===== src/rtl/ehx_pkg.sv =====
`default_nettype none

package ehx_pkg;

	// frame limits
	localparam int MAX_PAYLOAD     = 256;
	localparam int MAX_FRAME_BYTES = 16384;
	localparam int CNT_W           = $clog2(MAX_PAYLOAD + 1);
	localparam int OFF_W           = $clog2(MAX_FRAME_BYTES + 1);

	// header layout, byte offsets from frame start
	localparam int ETH_HDR_BYTES = 14;
	localparam int WORD_BYTES    = 4;
	localparam int MIN_IP_END    = 34;
	localparam int DMAC_END      = 6;
	localparam int SMAC_END      = 12;
	localparam int ETYPE_END     = 14;
	localparam int ETYPE_LO      = 13;
	localparam int IHL_OFF       = 14;
	localparam int PROTO_OFF     = 23;
	localparam int SIP_START     = 26;
	localparam int DIP_START     = 30;
	localparam int TCP_HDR_BYTES = 20;
	localparam int UDP_HDR_BYTES = 8;

	localparam logic [15:0] ETHERTYPE_IPV4 = 16'h0800;
	localparam logic [7:0]  PROTO_TCP      = 8'd6;
	localparam logic [7:0]  PROTO_UDP      = 8'd17;
	localparam logic [3:0]  MIN_IHL        = 4'd5;

	// result queue
	localparam int FIFO_DEPTH = 4;
	localparam int PTR_W      = $clog2(FIFO_DEPTH);
	localparam int FCNT_W     = $clog2(FIFO_DEPTH + 1);

	typedef enum logic {
		KIND_PAYLOAD = 1'b0,
		KIND_RECORD  = 1'b1
	} ehx_kind_t;

	typedef struct packed {
		logic             kind;
		logic [7:0]       payload_byte;
		logic [47:0]      dest_mac;
		logic [47:0]      source_mac;
		logic [15:0]      ethertype;
		logic [31:0]      source_ipv4;
		logic [31:0]      dest_ipv4;
		logic [15:0]      source_l4_port;
		logic [15:0]      dest_l4_port;
		logic [7:0]       ip_proto;
		logic [CNT_W-1:0] payload_length;
		logic             last;
	} ehx_result_t;

	// which of the two result slots carry an item this cycle
	typedef struct packed {
		logic first;
		logic second;
	} ehx_push_t;

endpackage

`default_nettype wire


===== src/rtl/ehx_parse.sv =====
`default_nettype none

module ehx_parse
	import ehx_pkg::*;
(
	input  wire logic        clk,
	input  wire logic        arst_n,
	input  wire logic        step,
	input  wire logic [7:0]  byte_in,
	input  wire logic        eof,
	output ehx_push_t        push,
	output ehx_result_t      res_a,
	output ehx_result_t      res_b
);

	logic [OFF_W-1:0] off_q, off_n;
	logic             drop_q, drop_n;
	logic [47:0]      dmac_q, dmac_n;
	logic [47:0]      smac_q, smac_n;
	logic [15:0]      etype_q, etype_n;
	logic [3:0]       hw_q, hw_n;
	logic [7:0]       proto_q, proto_n;
	logic [31:0]      sip_q, sip_n;
	logic [31:0]      dip_q, dip_n;
	logic [15:0]      sport_q, sport_n;
	logic [15:0]      dport_q, dport_n;
	logic [CNT_W-1:0] cnt_q, cnt_n;

	logic [OFF_W-1:0] tstart;
	logic [OFF_W-1:0] ps_cur;
	logic [OFF_W-1:0] ps_next;
	logic             ported;
	logic             pay_v;
	logic             rec_v;
	ehx_result_t      pay_res;
	ehx_result_t      rec_res;

	// offset where the payload begins, at least the end of the fixed ip header
	function automatic logic [OFF_W-1:0] pay_start(input logic [3:0] hw,
			input logic [7:0] proto);
		logic [OFF_W-1:0] p;
		p = OFF_W'(ETH_HDR_BYTES) + OFF_W'(hw) * OFF_W'(WORD_BYTES);
		if (proto == PROTO_TCP) begin
			p = p + OFF_W'(TCP_HDR_BYTES);
		end else if (proto == PROTO_UDP) begin
			p = p + OFF_W'(UDP_HDR_BYTES);
		end
		if (p < OFF_W'(MIN_IP_END)) begin
			p = OFF_W'(MIN_IP_END);
		end
		return p;
	endfunction

	assign tstart = OFF_W'(ETH_HDR_BYTES) + OFF_W'(hw_q) * OFF_W'(WORD_BYTES);
	assign ps_cur = pay_start(hw_q, proto_q);
	assign ported = (proto_q == PROTO_TCP) || (proto_q == PROTO_UDP);

	// header capture and payload selection for one byte
	always_comb begin
		off_n   = off_q;
		drop_n  = drop_q;
		dmac_n  = dmac_q;
		smac_n  = smac_q;
		etype_n = etype_q;
		hw_n    = hw_q;
		proto_n = proto_q;
		sip_n   = sip_q;
		dip_n   = dip_q;
		sport_n = sport_q;
		dport_n = dport_q;
		cnt_n   = cnt_q;
		pay_v   = 1'b0;
		if (off_q < OFF_W'(MAX_FRAME_BYTES)) begin
			off_n = off_q + OFF_W'(1);
			if (!drop_q) begin
				if (off_q < OFF_W'(DMAC_END)) begin
					dmac_n = {dmac_q[39:0], byte_in};
				end else if (off_q < OFF_W'(SMAC_END)) begin
					smac_n = {smac_q[39:0], byte_in};
				end else if (off_q < OFF_W'(ETYPE_END)) begin
					etype_n = {etype_q[7:0], byte_in};
					if (off_q == OFF_W'(ETYPE_LO) && {etype_q[7:0], byte_in} != ETHERTYPE_IPV4) begin
						drop_n = 1'b1;
					end
				end else if (off_q == OFF_W'(IHL_OFF)) begin
					hw_n = byte_in[3:0];
					if (byte_in[3:0] < MIN_IHL) begin
						drop_n = 1'b1;
					end
				end else if (off_q == OFF_W'(PROTO_OFF)) begin
					proto_n = byte_in;
				end else if (off_q >= OFF_W'(SIP_START) && off_q < OFF_W'(DIP_START)) begin
					sip_n = {sip_q[23:0], byte_in};
				end else if (off_q >= OFF_W'(DIP_START) && off_q < OFF_W'(MIN_IP_END)) begin
					dip_n = {dip_q[23:0], byte_in};
				end

				// transport ports and payload, past the fixed ip header
				if (!drop_n && off_q >= OFF_W'(MIN_IP_END)) begin
					if (ported && off_q >= tstart && off_q < tstart + OFF_W'(2)) begin
						sport_n = {sport_q[7:0], byte_in};
					end else if (ported && off_q >= tstart + OFF_W'(2)
							&& off_q < tstart + OFF_W'(4)) begin
						dport_n = {dport_q[7:0], byte_in};
					end
					if (off_q >= ps_cur && cnt_q < CNT_W'(MAX_PAYLOAD)) begin
						pay_v = 1'b1;
						cnt_n = cnt_q + CNT_W'(1);
					end
				end
			end
		end
	end

	// record is due when the headers it needs fit in the frame
	assign ps_next = pay_start(hw_n, proto_n);
	assign rec_v   = eof && !drop_n && off_n >= ps_next;

	always_comb begin
		pay_res              = '0;
		pay_res.kind         = KIND_PAYLOAD;
		pay_res.payload_byte = byte_in;

		rec_res                = '0;
		rec_res.kind           = KIND_RECORD;
		rec_res.dest_mac       = dmac_n;
		rec_res.source_mac     = smac_n;
		rec_res.ethertype      = etype_n;
		rec_res.source_ipv4    = sip_n;
		rec_res.dest_ipv4      = dip_n;
		rec_res.source_l4_port = sport_n;
		rec_res.dest_l4_port   = dport_n;
		rec_res.ip_proto       = proto_n;
		rec_res.payload_length = cnt_n;
		rec_res.last           = 1'b1;
	end

	// payload item goes first, the record after it
	always_comb begin
		res_b = rec_res;
		if (pay_v) begin
			res_a       = pay_res;
			push.first  = step;
			push.second = step && rec_v;
		end else begin
			res_a       = rec_res;
			push.first  = step && rec_v;
			push.second = 1'b0;
		end
	end

	// frame state, cleared after every final byte
	always_ff @(posedge clk or negedge arst_n) begin
		if (!arst_n) begin
			off_q   <= '0;
			drop_q  <= 1'b0;
			dmac_q  <= '0;
			smac_q  <= '0;
			etype_q <= '0;
			hw_q    <= '0;
			proto_q <= '0;
			sip_q   <= '0;
			dip_q   <= '0;
			sport_q <= '0;
			dport_q <= '0;
			cnt_q   <= '0;
		end else if (step) begin
			if (eof) begin
				off_q   <= '0;
				drop_q  <= 1'b0;
				dmac_q  <= '0;
				smac_q  <= '0;
				etype_q <= '0;
				hw_q    <= '0;
				proto_q <= '0;
				sip_q   <= '0;
				dip_q   <= '0;
				sport_q <= '0;
				dport_q <= '0;
				cnt_q   <= '0;
			end else begin
				off_q   <= off_n;
				drop_q  <= drop_n;
				dmac_q  <= dmac_n;
				smac_q  <= smac_n;
				etype_q <= etype_n;
				hw_q    <= hw_n;
				proto_q <= proto_n;
				sip_q   <= sip_n;
				dip_q   <= dip_n;
				sport_q <= sport_n;
				dport_q <= dport_n;
				cnt_q   <= cnt_n;
			end
		end
	end

endmodule

`default_nettype wire


===== src/rtl/ehx_fifo.sv =====
`default_nettype none

module ehx_fifo
	import ehx_pkg::*;
(
	input  wire logic          clk,
	input  wire logic          arst_n,
	input  wire ehx_push_t     push,
	input  wire ehx_result_t   wr_a,
	input  wire ehx_result_t   wr_b,
	input  wire logic          pop,
	output logic [FCNT_W-1:0]  count,
	output ehx_result_t        head
);

	ehx_result_t       mem_q [FIFO_DEPTH];
	logic [PTR_W-1:0]  wr_q;
	logic [PTR_W-1:0]  rd_q;
	logic [FCNT_W-1:0] cnt_q;
	logic [1:0]        n_push;

	assign n_push = {1'b0, push.first} + {1'b0, push.second};
	assign count  = cnt_q;
	assign head   = mem_q[rd_q];

	// entry storage, up to two writes per cycle
	always_ff @(posedge clk) begin
		if (push.first) begin
			mem_q[wr_q] <= wr_a;
		end
		if (push.second) begin
			mem_q[wr_q + PTR_W'(1)] <= wr_b;
		end
	end

	// pointers and fill level
	always_ff @(posedge clk or negedge arst_n) begin
		if (!arst_n) begin
			wr_q  <= '0;
			rd_q  <= '0;
			cnt_q <= '0;
		end else begin
			wr_q  <= wr_q + PTR_W'(n_push);
			rd_q  <= rd_q + PTR_W'(pop);
			cnt_q <= cnt_q + FCNT_W'(n_push) - FCNT_W'(pop);
		end
	end

endmodule

`default_nettype wire


===== src/rtl/eth_ipv4_l4_header_extractor_top.sv =====
// channel   direction  handshake            payload
// in        receive    in_valid / in_stall   frame_byte, end_of_frame
// out       send       out_valid / out_stall kind, payload_byte, dest_mac, source_mac,
//                                           ethertype, source_ipv4, dest_ipv4,
//                                           source_l4_port, dest_l4_port, ip_proto,
//                                           payload_length, last
//
// one frame byte is taken per cycle while in_stall is low; a result passes the input register
// and the result queue before it leaves. the parser keeps all frame state in registers.
// a final byte may give two results; the 4-entry result queue drains one per cycle if out_stall is low.
// in_stall rises while a byte waits and the queue has fewer than two free entries.
// arst_n clears the frame state, the input stage and the queue pointers.
`default_nettype none

module eth_ipv4_l4_header_extractor_top
	import ehx_pkg::*;
(
	input  wire logic             clk,
	input  wire logic             arst_n,
	input  wire logic             in_valid,
	output logic                  in_stall,
	input  wire logic [7:0]       frame_byte,
	input  wire logic             end_of_frame,
	output logic                  out_valid,
	input  wire logic             out_stall,
	output logic                  kind,
	output logic [7:0]            payload_byte,
	output logic [47:0]           dest_mac,
	output logic [47:0]           source_mac,
	output logic [15:0]           ethertype,
	output logic [31:0]           source_ipv4,
	output logic [31:0]           dest_ipv4,
	output logic [15:0]           source_l4_port,
	output logic [15:0]           dest_l4_port,
	output logic [7:0]            ip_proto,
	output logic [CNT_W-1:0]      payload_length,
	output logic                  last
);

	logic              valid_s1;
	logic [7:0]        byte_s1;
	logic              eof_s1;
	logic              room;
	logic              advance;
	logic              load;
	logic              pop;
	logic [FCNT_W-1:0] fill;
	ehx_push_t         push;
	ehx_result_t       res_a;
	ehx_result_t       res_b;
	ehx_result_t       head;

	// stage handshake: a byte moves on when the queue can take two results
	assign room     = fill <= FCNT_W'(FIFO_DEPTH - 2);
	assign advance  = valid_s1 && room;
	assign in_stall = valid_s1 && !room;
	assign load     = in_valid && !in_stall;

	// input register
	always_ff @(posedge clk or negedge arst_n) begin
		if (!arst_n) begin
			valid_s1 <= 1'b0;
		end else if (load) begin
			valid_s1 <= 1'b1;
		end else if (advance) begin
			valid_s1 <= 1'b0;
		end
	end

	always_ff @(posedge clk) begin
		if (load) begin
			byte_s1 <= frame_byte;
			eof_s1  <= end_of_frame;
		end
	end

	ehx_parse u_parse (
		.clk     (clk),
		.arst_n  (arst_n),
		.step    (advance),
		.byte_in (byte_s1),
		.eof     (eof_s1),
		.push    (push),
		.res_a   (res_a),
		.res_b   (res_b)
	);

	ehx_fifo u_fifo (
		.clk    (clk),
		.arst_n (arst_n),
		.push   (push),
		.wr_a   (res_a),
		.wr_b   (res_b),
		.pop    (pop),
		.count  (fill),
		.head   (head)
	);

	// output side
	assign out_valid      = fill != '0;
	assign pop            = out_valid && !out_stall;
	assign kind           = head.kind;
	assign payload_byte   = head.payload_byte;
	assign dest_mac       = head.dest_mac;
	assign source_mac     = head.source_mac;
	assign ethertype      = head.ethertype;
	assign source_ipv4    = head.source_ipv4;
	assign dest_ipv4      = head.dest_ipv4;
	assign source_l4_port = head.source_l4_port;
	assign dest_l4_port   = head.dest_l4_port;
	assign ip_proto       = head.ip_proto;
	assign payload_length = head.payload_length;
	assign last           = head.last;

endmodule

`default_nettype wire

===== config.mk =====
export PLATFORM = sky130hd
export DESIGN_NAME = eth_ipv4_l4_header_extractor_top
export DESIGN_NICKNAME = d
export VERILOG_FILES = /design/src/rtl/ehx_pkg.sv /design/src/rtl/ehx_parse.sv /design/src/rtl/ehx_fifo.sv /design/src/rtl/eth_ipv4_l4_header_extractor_top.sv
export SDC_FILE = /design/constraint.sdc
export NUM_CORES = 2
export LEC_CHECK = 0
export BUFFER_PORTS_ARGS = -buffer_cell sky130_fd_sc_hd__buf_4
export CAP_MARGIN = 5
export CORE_ASPECT_RATIO = 1.2
export CORE_UTILIZATION = 57
export DETAILED_ROUTE_END_ITERATION = 12
export HOLD_SLACK_MARGIN = 0.1
export PLACE_DENSITY_LB_ADDON = 0.12
export SLEW_MARGIN = 20
export SYNTH_ARGS = -nofsm -noshare
export SYNTH_HDL_FRONTEND = slang
export SYNTH_SLANG_ARGS = --single-unit

===== constraint.sdc =====
create_clock -name clk -period 37.6 [get_ports clk]
set_input_delay 11.28 -clock clk [delete_from_list [all_inputs] [get_ports clk]]
set_output_delay 11.28 -clock clk [all_outputs]
set_load 0.03 [all_outputs]

==> flow_summary.yaml <==
run_status:
  status: "complete, no violations"
cts:
  ctsResizeCount: 0
  cts_hold_buf: 0
  clk_latency_ps: 710
  cts_tree: "built"
  clk_pin_slew_ps: 60
  clockBufferDepth: 3
  clock_sinks: 1198
  htree_levels: 3
  post_cts_buffers: 0
  root_buffer: "clkbuf_16"
  numCtsBuffers: 115
synthesis:
  synth-seq-area-share: 0.641
  synth.distinct_cells: 75
  synthesis.nets: 4096
  async_flop_share: 0.211
  yosys_register_bits: 1198
  synthesis.area_sq_mm: 0.0536
  synth_flop_cell: "edfxtp_1"
  avgSynthCellArea_sq_um: 13.3
  synthCells: 4042
  synth_edf_count: 909
  yosys_warnings: 0
setup_path:
  r2r_start: "u_parse.off_q[2]"
  cp_common_cell: "buf_4"
  cpMaxStageDelayCell: "dfrtp_4"
  critPathRequiredTime_ps: 26320
  worstPathCellList: "buf_4, buf_4, mux4_2, buf_4"
  cp_data_arrival_time_ps: 4200
  cp-end-kind: "output pin"
  crit_path_max_fanout: 49
  r2r_cells: 23
  start_kind: "flip-flop"
  r2r_end: "u_fifo.mem_q[1][182]"
  crit_type: "reg2out"
  r2r_setup_slack_ps: 28670
  cp_slowest_stage_delay_ps: 960
worst_hold_path:
  hold_end: "u_fifo.mem_q[1][0]"
  hp-class: "reg2reg"
  hold_depth: 2
  hp-start: "u_fifo.mem_q[1][0]"
drt:
  ant_nets: 0
  met1_length_um: 55000
  wl_per_cell_um: 24.5
  routed.top_layer: "met4"
  drc: 0
  num_vias: 33800
  drt_iter0_drc: 3485
  drtPass1Iterations: 8
  wl_met2_um: 66900
  wl_met3_um: 8820
  vias_per_cell: 6.14
  drt-total-wl_um: 135000
sta:
  fmax_ghz: 0.0646
  finalSetupViolations: 0
  max_slew.worst_pin.slew_ps: 1220
  fin_ws_ps: 22120
  rsz0062_at_grt: "false"
  min_period_ps: 15480
  tns_ps: 0
  slew-limit-headroom: 0.187
  skew_ps: 23.0
  finalHoldViolations: 0
  fin_crit_sh: 0.412
  hold_ws_ps: 450
  slew_viol_final: 0
cells_and_area:
  stdcell_area_sq_mm: 0.0600
  nNetsFinal: 4212
  drive_gt1_frac: 0.177
  num_antenna_cells: 0
  fin_util: 0.648
  syn2layout_area_growth_pct: 12.0
  fillCellCount: 6842
  instances_no_fill: 5501
placement:
  dpl.cell_count: 5280
  place_ws_ps: 22650
  dp_hpwl_um: 78800
  io_buffer_count: 249
  finalWeightedCongestion: 0.852
  postPlaceCellArea_sq_mm: 0.0561
power:
  power.leakage_nw: 20.2
  ir_worst_vdd_v: 0.0000522
  power_mw: 3.84
  power_density_mw_per_mm2: 63.9
floorplan:
  ios: 250
  design.core.area_sq_mm: 0.0927
  die_area_sq_mm: 0.0953
  rows: 122
  start_util: 0.578
  die_y_um: 338
  die-width_um: 282
grt:
  track_usage: 0.288
  grt_pass1_vias: 33400
  grt_pass1_wl_um: 206000
  overflow: 0
  grt_max_degree: 183
  antenna_found_initial: 0
job:
  max_cap_viol_count: 0
## synth_stat cells (18+ instances only)
cell type	instances	share of area
mux4_2	234	0.098
buf_4	20	0.0028
nor3_1	22	0.0021
buf_6	36	0.0076
buf_1	49	0.0034
o21ai_0	253	0.024
clkbuf_1	146	0.010
a21oi_1	156	0.015
nor2b_1	75	0.0088
dfrtp_1	253	0.12
xnor2_1	20	0.0033
edfxtp_1	909	0.51
and4_1	18	0.0029
nor2_1	886	0.062
mux2i_1	193	0.036
a22oi_1	82	0.011
nand2_1	278	0.019
ha_1	40	0.0093
dfxtp_1	36	0.013
inv_1	33	0.0023
buf_2	63	0.0059
nand3_1	29	0.0027
## worst max path at each step
stage,startpoint,to,slack (ps)
finish,u_fifo.rd_q[0],payload_byte[4],22120
global route,u_fifo.rd_q[0],payload_byte[7],21710
global placement,u_fifo.rd_q[0],payload_byte[7],22720
detailed placement,u_fifo.rd_q[0],payload_byte[0],22650
CTS,u_fifo.rd_q[0],payload_byte[0],21890
floorplan,u_parse.off_q[9],u_fifo.mem_q[1][100],10040
## kinds of logic after synthesis
| logic type | count (synthesis) | share of synthesized area |
|---|---|---|
| buffers and inverters | 348 | 0.0323 |
| flip-flops | 1198 | 0.641 |
| multiplexers | 429 | 0.135 |
| adder cells (fa/ha/maj) | 41 | 0.00971 |
| XOR/XNOR | 33 | 0.00539 |
| AO/OA/AOI/OAI | 605 | 0.0678 |
| AND/OR/NAND/NOR | 1388 | 0.109 |
## power by group
group	switching [mW]	internal [mW]
sequential	0.0608	1.44
combinational	0.704	0.440
clock	0.504	0.686
## final cells by class
cell class,instances,area [sq um],area share
clock inverter,64,772,0.0129
timing repair buffer,313,2450,0.0409
sequential,1198,34400,0.573
inverter,34,128,0.00213
tap,1240,1550,0.0259
clock buffer,156,3110,0.0519
multi-input combinational,2496,17600,0.294
## flip-flops by register name (all words and copies together) (netlist names), 16 cells and up
| signal | cells |
|---|---|
| u_parse.dport_q | 16 |
| u_fifo.mem_q | 936 |
| u_parse.dip_q | 32 |
| u_parse.sip_q | 32 |
| u_parse.sport_q | 16 |
| u_parse.smac_q | 48 |
| u_parse.dmac_q | 48 |
| u_parse.etype_q | 16 |
## worst max-delay path, delay by kind of cell, from the launching register on
kind / cells / cell delay (ps)
buf+inv: 3 / 1790
flops: 1 / 960
mux: 1 / 670
## cell usage in the layout (no fill, tap or decap), types with 9 or more instances in the layout
cell / n
a21oi_1: 156
a221o_1: 16
a22o_1: 10
a22oi_1: 82
a32oi_1: 16
and4_1: 18
buf_4: 305
bufinv_16: 15
clkbuf_1: 34
clkbuf_16: 116
clkinv_1: 23
clkinv_2: 12
clkinvlp_4: 9
dfrtp_1: 251
dfxtp_1: 36
edfxtp_1: 909
ha_1: 40
inv_1: 33
mux2i_1: 193
mux4_2: 234
nand2_1: 276
nand3_1: 29
nand4_1: 13
nor2_1: 884
nor2b_1: 75
nor3_1: 22
o21ai_0: 253
o21ai_1: 13
xnor2_1: 20
xor2_1: 13
## per-layer routing
layer  up-vias  track usage
li1      15100            -
met1     17200        0.402
met2      1295        0.467
met3       215       0.0404
met4         0       0.0990
met5         -            0
No activity file was read; power rests on OpenSTA's default activity.
